`src/sv/wdc_pkg.sv`:
```
// Shared types, constants and calendar helpers for the working day counter.
// Used by wdc_weekday, wdc_walker and working_day_counter; depends on nothing.
package wdc_pkg;

  localparam int unsigned MaxSpanDefault = 32767;
  localparam logic [6:0]  WeekendMaskReset = 7'd96;
  localparam logic [14:0] CountMax = 15'h7FFF;

  typedef enum logic [1:0] {
    ST_OK       = 2'd0,
    ST_BAD_DATE = 2'd1,
    ST_NO_REACH = 2'd2
  } wdc_status_t;

  typedef enum logic [2:0] {
    S_IDLE,
    S_CHECK,
    S_WD_START,
    S_WD_END,
    S_WD_CAP_START,
    S_WD_CAP_END,
    S_WALK
  } wdc_state_t;

  typedef struct packed {
    logic load;
    logic advance;
  } wdc_walk_ctrl_t;

  // x / 100 by reciprocal, exact for x below 43699
  function automatic logic [7:0] div100(input logic [13:0] x);
    logic [26:0] prod;
    prod = {13'd0, x} * 27'd5243;
    return prod[26:19];
  endfunction

  // y % 400 == 0, or y % 4 == 0 and y % 100 != 0
  function automatic logic is_leap(input logic [13:0] y);
    logic [7:0]  q;
    logic [13:0] hund;
    logic [13:0] r;
    q    = div100(y);
    hund = {q[7:0], 6'd0} + {1'b0, q[7:0], 5'd0} + {4'd0, q[7:0], 2'd0};
    r    = y - hund;
    return (y[1:0] == 2'd0) && ((r != 14'd0) || (q[1:0] == 2'd0));
  endfunction

  function automatic logic [4:0] days_in(input logic [3:0] m, input logic leap);
    logic [4:0] n;
    case (m)
      4'd1, 4'd3, 4'd5, 4'd7, 4'd8, 4'd10, 4'd12: n = 5'd31;
      4'd4, 4'd6, 4'd9, 4'd11:                    n = 5'd30;
      4'd2:                                       n = leap ? 5'd29 : 5'd28;
      default:                                    n = 5'd0;
    endcase
    return n;
  endfunction

  // (31 * mm) / 12 for mm in 1..12
  function automatic logic [4:0] month_term(input logic [3:0] mm);
    logic [4:0] t;
    case (mm)
      4'd1:    t = 5'd2;
      4'd2:    t = 5'd5;
      4'd3:    t = 5'd7;
      4'd4:    t = 5'd10;
      4'd5:    t = 5'd12;
      4'd6:    t = 5'd15;
      4'd7:    t = 5'd18;
      4'd8:    t = 5'd20;
      4'd9:    t = 5'd23;
      4'd10:   t = 5'd25;
      4'd11:   t = 5'd28;
      4'd12:   t = 5'd31;
      default: t = 5'd0;
    endcase
    return t;
  endfunction

  // x mod 7 by folding octal digits (8 = 1 mod 7)
  function automatic logic [2:0] mod7(input logic [13:0] x);
    logic [4:0] f1;
    logic [3:0] f2;
    f1 = {3'd0, x[13:12]} + {2'd0, x[11:9]} + {2'd0, x[8:6]} + {2'd0, x[5:3]}
       + {2'd0, x[2:0]};
    f2 = {2'd0, f1[4:3]} + {1'b0, f1[2:0]};
    return (f2 >= 4'd7) ? 3'(f2 - 4'd7) : f2[2:0];
  endfunction

endpackage

```
`src/sv/wdc_weekday.sv`:
```
// Two-stage weekday unit: date in, weekday (0 Sunday) out of the second register stage.
// Depends on wdc_pkg for the reciprocal divide, month table and mod 7.
module wdc_weekday (
  input  logic        clk,
  input  logic [4:0]  day,
  input  logic [3:0]  month,
  input  logic [13:0] year,
  output logic [2:0]  weekday
);

  logic        early;
  logic [3:0]  mm;
  logic [13:0] yy;
  logic [13:0] sum1;
  logic [7:0]  cent;
  logic [13:0] sum1_next;
  logic [7:0]  cent_next;
  logic [13:0] net;

  // January and February count as months 11 and 12 of the previous year
  always_comb begin
    early     = (month < 4'd3);
    mm        = early ? (month + 4'd10) : (month - 4'd2);
    yy        = year - {13'd0, early};
    cent_next = wdc_pkg::div100(yy);
    sum1_next = {9'd0, day} + yy + {2'd0, yy[13:2]} + {8'd0, cent_next[7:2]}
              + {9'd0, wdc_pkg::month_term(mm)};
  end

  always_ff @(posedge clk) begin
    sum1 <= sum1_next;
    cent <= cent_next;
  end

  assign net = sum1 - {6'd0, cent};

  always_ff @(posedge clk) begin
    weekday <= wdc_pkg::mod7(net);
  end

endmodule

```
`src/sv/wdc_walker.sv`:
```
// Date stepper: advance one calendar day per cycle while ctrl.advance is high, with month and year rollover.
// Depends on wdc_pkg for days_in, is_leap and the control struct.
module wdc_walker (
  input  logic                    clk,
  input  wdc_pkg::wdc_walk_ctrl_t ctrl,
  input  logic [4:0]              ld_day,
  input  logic [3:0]              ld_month,
  input  logic [13:0]             ld_year,
  output logic [4:0]              day,
  output logic [3:0]              month,
  output logic [13:0]             year
);

  logic       leap;
  logic [4:0] dim;

  assign dim = wdc_pkg::days_in(month, leap);

  // leap is registered from year, so it trails a year change; February is weeks away by then
  always_ff @(posedge clk) begin
    if (ctrl.load) begin
      day   <= ld_day;
      month <= ld_month;
      year  <= ld_year;
      leap  <= wdc_pkg::is_leap(ld_year);
    end else begin
      leap <= wdc_pkg::is_leap(year);
      if (ctrl.advance) begin
        if (day == dim) begin
          day <= 5'd1;
          if (month == 4'd12) begin
            month <= 4'd1;
            year  <= year + 14'd1;
          end else begin
            month <= month + 4'd1;
          end
        end else begin
          day <= day + 5'd1;
        end
      end
    end
  end

endmodule

```
`src/sv/working_day_counter.sv`:
```
// Working day counter over Gregorian dates.
// Command channel: present both dates and raise start while busy is low; the
// dates are latched on that edge and busy stays high until the result beat.
// The result (working_days, start_weekday, end_weekday, status) is on the
// ports for exactly one cycle, marked by done; the receiver cannot stall it.
// Config channel: cfg_data (weekend mask, bit n = weekday n is off) is written
// when cfg_valid and cfg_ready are high; write it only while the block is idle.
// Sequence: a validity check of both dates; an invalid date ends there with
// the result. Otherwise the start and then the end date pass through the
// two-stage weekday unit, then the date walker advances one day per cycle
// until the end date is met or MAX_SPAN days have been walked, and the
// result beat follows once the stop is seen.
// Busy drops in the result cycle, so the next start is taken then; no new
// command is taken while one is in progress.
// Reset: synchronous, active high; returns to idle, mask to Friday+Saturday.
// An end before the start runs MAX_SPAN steps and reports status 2.
module working_day_counter #(
  parameter int unsigned MAX_SPAN = wdc_pkg::MaxSpanDefault
) (
  input  logic        clk,
  input  logic        rst,
  input  logic        start,
  output logic        busy,
  input  logic [4:0]  start_day,
  input  logic [3:0]  start_month,
  input  logic [13:0] start_year,
  input  logic [4:0]  end_day,
  input  logic [3:0]  end_month,
  input  logic [13:0] end_year,
  input  logic        cfg_valid,
  output logic        cfg_ready,
  input  logic [6:0]  cfg_data,
  output logic        done,
  output logic [14:0] working_days,
  output logic [2:0]  start_weekday,
  output logic [2:0]  end_weekday,
  output logic [1:0]  status
);

  localparam int unsigned SpanW = $clog2(MAX_SPAN + 1);

  wdc_pkg::wdc_state_t     state, state_next;
  wdc_pkg::wdc_walk_ctrl_t walk_ctrl;

  logic [6:0]       weekend_mask;
  logic [4:0]       sd, ed;
  logic [3:0]       sm, em;
  logic [13:0]      sy, ey;
  logic [2:0]       swd, ewd, wd, wd_inc, wd_res;
  logic [SpanW-1:0] steps;
  logic [14:0]      count;
  logic             sel_end;
  logic [4:0]       wk_day, wu_day;
  logic [3:0]       wk_month, wu_month;
  logic [13:0]      wk_year, wu_year;
  logic             dates_ok, reached, span_out, stepping;

  // Validity of both latched dates
  always_comb begin
    dates_ok = (sy >= 14'd1) && (sy <= 14'd9999) && (ey >= 14'd1) && (ey <= 14'd9999)
             && (sd >= 5'd1) && (sd <= wdc_pkg::days_in(sm, wdc_pkg::is_leap(sy)))
             && (ed >= 5'd1) && (ed <= wdc_pkg::days_in(em, wdc_pkg::is_leap(ey)));
  end

  assign reached  = (wk_day == ed) && (wk_month == em) && (wk_year == ey);
  assign span_out = (steps == SpanW'(MAX_SPAN));
  assign wd_inc   = (wd == 3'd6) ? 3'd0 : (wd + 3'd1);

  // Next state
  always_comb begin
    state_next = state;
    unique case (state)
      wdc_pkg::S_IDLE:         if (start) state_next = wdc_pkg::S_CHECK;
      wdc_pkg::S_CHECK:        state_next = dates_ok ? wdc_pkg::S_WD_START : wdc_pkg::S_IDLE;
      wdc_pkg::S_WD_START:     state_next = wdc_pkg::S_WD_END;
      wdc_pkg::S_WD_END:       state_next = wdc_pkg::S_WD_CAP_START;
      wdc_pkg::S_WD_CAP_START: state_next = wdc_pkg::S_WD_CAP_END;
      wdc_pkg::S_WD_CAP_END:   state_next = wdc_pkg::S_WALK;
      wdc_pkg::S_WALK:         if (reached || span_out) state_next = wdc_pkg::S_IDLE;
      default:                 state_next = wdc_pkg::S_IDLE;
    endcase
  end

  // Control outputs of the sequencer
  always_comb begin
    walk_ctrl = '0;
    sel_end   = 1'b0;
    stepping  = 1'b0;
    unique case (state)
      wdc_pkg::S_CHECK:  walk_ctrl.load = 1'b1;
      wdc_pkg::S_WD_END: sel_end = 1'b1;
      wdc_pkg::S_WALK: begin
        stepping          = !reached && !span_out;
        walk_ctrl.advance = stepping;
      end
      default: ;
    endcase
  end

  always_ff @(posedge clk) begin
    if (rst) begin
      state <= wdc_pkg::S_IDLE;
    end else begin
      state <= state_next;
    end
  end

  assign busy      = (state != wdc_pkg::S_IDLE);
  assign cfg_ready = 1'b1;

  always_ff @(posedge clk) begin
    if (rst) begin
      weekend_mask <= wdc_pkg::WeekendMaskReset;
    end else if (cfg_valid && cfg_ready) begin
      weekend_mask <= cfg_data;
    end
  end

  // Latch the command beat
  always_ff @(posedge clk) begin
    if (state == wdc_pkg::S_IDLE && start) begin
      sd <= start_day;
      sm <= start_month;
      sy <= start_year;
      ed <= end_day;
      em <= end_month;
      ey <= end_year;
    end
  end

  // Weekday unit input: start date, then end date
  assign wu_day   = sel_end ? ed : sd;
  assign wu_month = sel_end ? em : sm;
  assign wu_year  = sel_end ? ey : sy;

  wdc_weekday u_weekday (
    .clk     (clk),
    .day     (wu_day),
    .month   (wu_month),
    .year    (wu_year),
    .weekday (wd_res)
  );

  wdc_walker u_walker (
    .clk      (clk),
    .ctrl     (walk_ctrl),
    .ld_day   (sd),
    .ld_month (sm),
    .ld_year  (sy),
    .day      (wk_day),
    .month    (wk_month),
    .year     (wk_year)
  );

  // Weekday capture, walk counters
  always_ff @(posedge clk) begin
    if (state == wdc_pkg::S_CHECK) begin
      steps <= '0;
      count <= '0;
    end
    if (state == wdc_pkg::S_WD_CAP_START) begin
      swd <= wd_res;
    end
    if (state == wdc_pkg::S_WD_CAP_END) begin
      ewd <= wd_res;
      wd  <= swd;
    end
    if (stepping) begin
      wd    <= wd_inc;
      steps <= steps + SpanW'(1);
      // count the day unless masked; hold at the top
      if (!weekend_mask[wd_inc] && count != wdc_pkg::CountMax) begin
        count <= count + 15'd1;
      end
    end
  end

  // Result beat
  always_ff @(posedge clk) begin
    if (rst) begin
      done <= 1'b0;
    end else begin
      done <= ((state == wdc_pkg::S_CHECK) && !dates_ok)
           || ((state == wdc_pkg::S_WALK) && (reached || span_out));
    end
  end

  always_ff @(posedge clk) begin
    if (state == wdc_pkg::S_CHECK && !dates_ok) begin
      working_days  <= '0;
      start_weekday <= '0;
      end_weekday   <= '0;
      status        <= wdc_pkg::ST_BAD_DATE;
    end else if (state == wdc_pkg::S_WALK && (reached || span_out)) begin
      start_weekday <= swd;
      end_weekday   <= ewd;
      if (reached) begin
        working_days <= count;
        status       <= wdc_pkg::ST_OK;
      end else begin
        working_days <= '0;
        status       <= wdc_pkg::ST_NO_REACH;
      end
    end
  end

`ifndef SYNTH
  a_done_src: assert property (@(posedge clk) disable iff (rst)
    done |-> ($past(state) == wdc_pkg::S_CHECK || $past(state) == wdc_pkg::S_WALK))
    else $error("result beat without a finishing state");

  a_busy_drop: assert property (@(posedge clk) disable iff (rst)
    $fell(busy) |-> done)
    else $error("busy dropped without a result beat");

  a_bad_zero: assert property (@(posedge clk) disable iff (rst)
    (done && status == wdc_pkg::ST_BAD_DATE) |->
      (working_days == '0 && start_weekday == '0 && end_weekday == '0))
    else $error("invalid date result carries nonzero fields");

  a_span_bound: assert property (@(posedge clk) disable iff (rst)
    (state == wdc_pkg::S_WALK) |-> (steps <= SpanW'(MAX_SPAN)))
    else $error("walk ran past the span limit");
`endif

endmodule
```
`config.mk`:
```
export PLATFORM = sky130hd
export DESIGN_NAME = working_day_counter
export DESIGN_NICKNAME = d
export VERILOG_FILES = /design/src/sv/wdc_pkg.sv /design/src/sv/wdc_weekday.sv /design/src/sv/wdc_walker.sv /design/src/sv/working_day_counter.sv
export SDC_FILE = /design/constraint.sdc
export NUM_CORES = 1
export LEC_CHECK = 0
export ABC_AREA = 1
export BUFFER_PORTS_ARGS = -buffer_cell sky130_fd_sc_hd__buf_4
export CORE_ASPECT_RATIO = 1.75
export CORE_UTILIZATION = 25
export CTS_BUF_LIST = sky130_fd_sc_hd__clkbuf_8 sky130_fd_sc_hd__clkbuf_16
export DETAILED_ROUTE_END_ITERATION = 7
export HOLD_SLACK_MARGIN = 0.06
export SLEW_MARGIN = 20
export SYNTH_ARGS = -nofsm -noshare
export SYNTH_HDL_FRONTEND = slang
export SYNTH_HIERARCHICAL = 1
export SYNTH_SLANG_ARGS = --single-unit
```
`constraint.sdc`:
```
create_clock -name clk -period 8.9 [get_ports clk]
set_clock_uncertainty 0.1 [all_clocks]
set_input_delay 0.445 -clock clk [delete_from_list [all_inputs] [get_ports clk]]
set_output_delay 0.445 -clock clk [all_outputs]
set_load 0.005 [all_outputs]
```
==> results_dict.tcl <==
set metrics [dict create \
    run_status "complete, no violations" \
    path_clk_slew_ps 80 \
    yosysTopAreaCellShare_pct 24.1 \
    place_congestion 0.960 \
    finalWirelength_um 95000 \
    worstPathArrival_ps 8820 \
    track_usage_pct 14.1 \
    cp_max_fo 3 \
    max-cap-violations 0 \
    timing.final.max_slew_violations 0 \
    setup_viol 0 \
    relSlewSlack_pct 42.7 \
    hold_path.startpoint "cfg_data[4]" \
    worst_setup_path_start_kind "register" \
    syn_to_final_growth_pct 15.1 \
    synth_adder_area_share_pct 46.3 \
    path_class "reg -> reg" \
    grt_pass1_wl_um 150000 \
    dr.pass1.iters 5 \
    cts_tree "yes" \
    cts-root-buf "clkbuf_16" \
    postRouteAntennaNets 0 \
    cts_made_buffers 17 \
    rr_endpoint "u_weekday/sum1[11]" \
    die_y_um 489 \
    finalHoldViolations 0 \
    post-route-period-util_pct 95.9 \
    layout.nets 5589 \
    synth_cell_type_count 63 \
    place.port_buffers 81 \
    gr-usage-met2_pct 28.6 \
    whs_endpoint "weekend_mask[4]" \
    rows 178 \
    die_w_um 280 \
    ys_top_cells_by_count "inv_1 (1015), nand2_1 (843), ha_1 (653), fa_1 (375), nor2_1 (243)" \
    cp.required_ps 9190 \
    ios 83 \
    drc 0 \
    grt_antenna_before_repair 5 \
    num_vias 27800 \
    start_util_pct 25.2 \
    hp-class "in -> reg" \
    use_met1_pct 13.5 \
    worstSkewPairLatency_ps 510 \
    ys_seq_elements 168 \
    drt_iter0_markers 1011 \
    vias_per_cell 4.40 \
    crit_slowest_cell "fa_1" \
    synth_edf_count 93 \
    yosys-top-cells-area "ha_1 (24%), fa_1 (22%), inv_1 (11%)" \
    yosysMostFrequentCell "inv_1" \
    rrSetupSlack_ps 370 \
    grt_max_degree 47 \
    synthMuxAreaShare_pct 0.0333 \
    fill_cells 14400 \
    r2r-start "state[2]" \
    final_cell_area_um2 39000 \
    synth_compound_area_share_pct 6.44 \
    synth_simple_gate_area_share_pct 19.7 \
    dieArea_um2 137000 \
    hpwlAfterDp_um 83600 \
    clock-sinks 168 \
    cp-end-kind "register" \
    syn_inst 4251 \
    mappedNetlistArea_um2 33900 \
    fmax_mhz 117 \
    synth.yosys.seq_area_share_pct 12.7 \
    synth_top_family_by_area "adder cells" \
    synth_warnings 6 \
    use_met3_pct 1.31 \
    wire_per_inst_um 15.0 \
    min_path_cells 3 \
    yosys.area.top_type "ha_1" \
    reg2regPathDepth 41 \
    slowest_delay_ps 540 \
    async_reset_ff_share_pct 0 \
    cts_buffer_depth 2 \
    gr-total-overflow 0 \
    htree_levels 4 \
    multi_input_area_um2 25800 \
    grt-busiest-layer "met2" \
    regArea_um2 4290 \
    synth.avg_cell_area_um2 7.97 \
    grt_pass1_vias 29600 \
    placed_area_um2 37300 \
    layout_min_cycle_time_ps 8530 \
    synth_xor_area_share_pct 2.95 \
    drive_gt1_share_pct 9.63 \
    synth_ff_type "edfxtp_1" \
    synth_nets 5336 \
    worst_pin_slew_ps 850 \
    coreArea_um2 134000 \
]
-- layer usage --
| metal | up-vias | part of all wire, % |
|---|---|---|
| met5 | - | 0.015 |
| met4 | 2 | 6.1 |
| met3 | 224 | 2.7 |
| met2 | 517 | 56 |
| met1 | 13200 | 36 |
| li1 | 13800 | - |
-- layout by cell type (no fill, tap or decap), types with 11 or more instances in the layout --
cell type	instances
nand3_2	11
edfxtp_1	93
nor3_1	39
a21o_1	16
o21bai_1	25
nor3_2	12
xor2_1	72
nor2_1	235
inv_1	1012
inv_2	25
nand3_1	179
a21oi_2	18
nand2_2	42
dlygate4sd3_1	51
a21oi_1	139
dfxtp_1	75
o21ai_2	12
nand2_1	833
ha_1	643
nand3b_1	15
o21ai_0	116
fa_1	374
nand4_1	63
nor2_2	21
xnor2_1	37
clkbuf_16	17
buf_4	198
o21ai_1	19
-- cell type report --
cell class,instances,area share [%]
Timing Repair Buffer,253,5.31
Clock buffer,17,1.09
Multi-Input combinational cell,3025,66.3
Clock inverter,15,0.536
Sequential cell,168,11.0
Inverter,1039,10.0
Antenna cell,1,0.00642
Tap cell,1800,5.78
-- critical path: cells and delay by family (launching register included) --
kind | cells | cell delay [ps]
simple gates | 16 | 1590
mux | 1 | 370
xor+xnor | 2 | 320
buf+inv | 8 | 630
fa+ha+maj | 12 | 4720
compound gates | 2 | 340
flops | 1 | 330
-- state kept, by name, indices dropped and copies added (netlist names), 4 cells and up --
signal and flops:
em 4, weekend_mask 7, sm 4, u_walker/year 14
working_days 15, sd 5, ey 14, u_walker/day 5
steps 15, sy 14, u_walker/month 4, u_weekday/cent 8
ed 5, count 15, u_weekday/sum1 14
-- worst max-delay path by stage --
stage,from,endpoint,slack [ps],depth (start not counted)
after CTS,ey[11],working_days[2],90,41
after global routing,state[2],u_weekday/sum1[11],-30,41
after global placement,state[2],u_weekday/sum1[11],250,45
final,state[2],u_weekday/sum1[11],370,41
after detailed placement,ey[11],working_days[2],130,41
after floorplan,state[2],u_weekday/sum1[11],220,43
-- per-stage QoR --
step | cells | hold slack, ps | setup WS, ps | setup TNS [ps] | utilization, %
3_5_place_dp | 6205 | 348 | 131 | 0 | 27.8
6_report | 6318 | 93.1 | 368 | 0 | 29.0
3_3_place_gp | 6205 | 333 | 247 | 0 | 27.8
2_1_floorplan | 4251 | 304 | 222 | 0 | -
5_1_grt | 6317 | 78.9 | -29.9 | -77.6 | 29.0
4_1_cts | 6288 | 61.0 | 85.7 | 0 | 28.6
-- cells by family (layout without fill, tap and decap cells) --
group / Yosys count / after routing
other: 1 / 2
AOI/OAI and AO/OA: 383 / 383
DFF: 168 / 168
and+or+nand+nor: 1498 / 1498
adders and majority gates: 1028 / 1028
xor gates and xnor gates: 114 / 114
buffers and inverters: 1058 / 1324
muxes: 1 / 1
-- timing repair --
action,CTS,global route
setup endpoints to repair,0,35
setup buffers,0,29
endpoints found under the hold margin,52,0
hold buffers,51,0
gates resized for setup,0,66
Power is not shown: default switching activity piles up to over one toggle a cycle in this logic, so the estimate is an artifact.
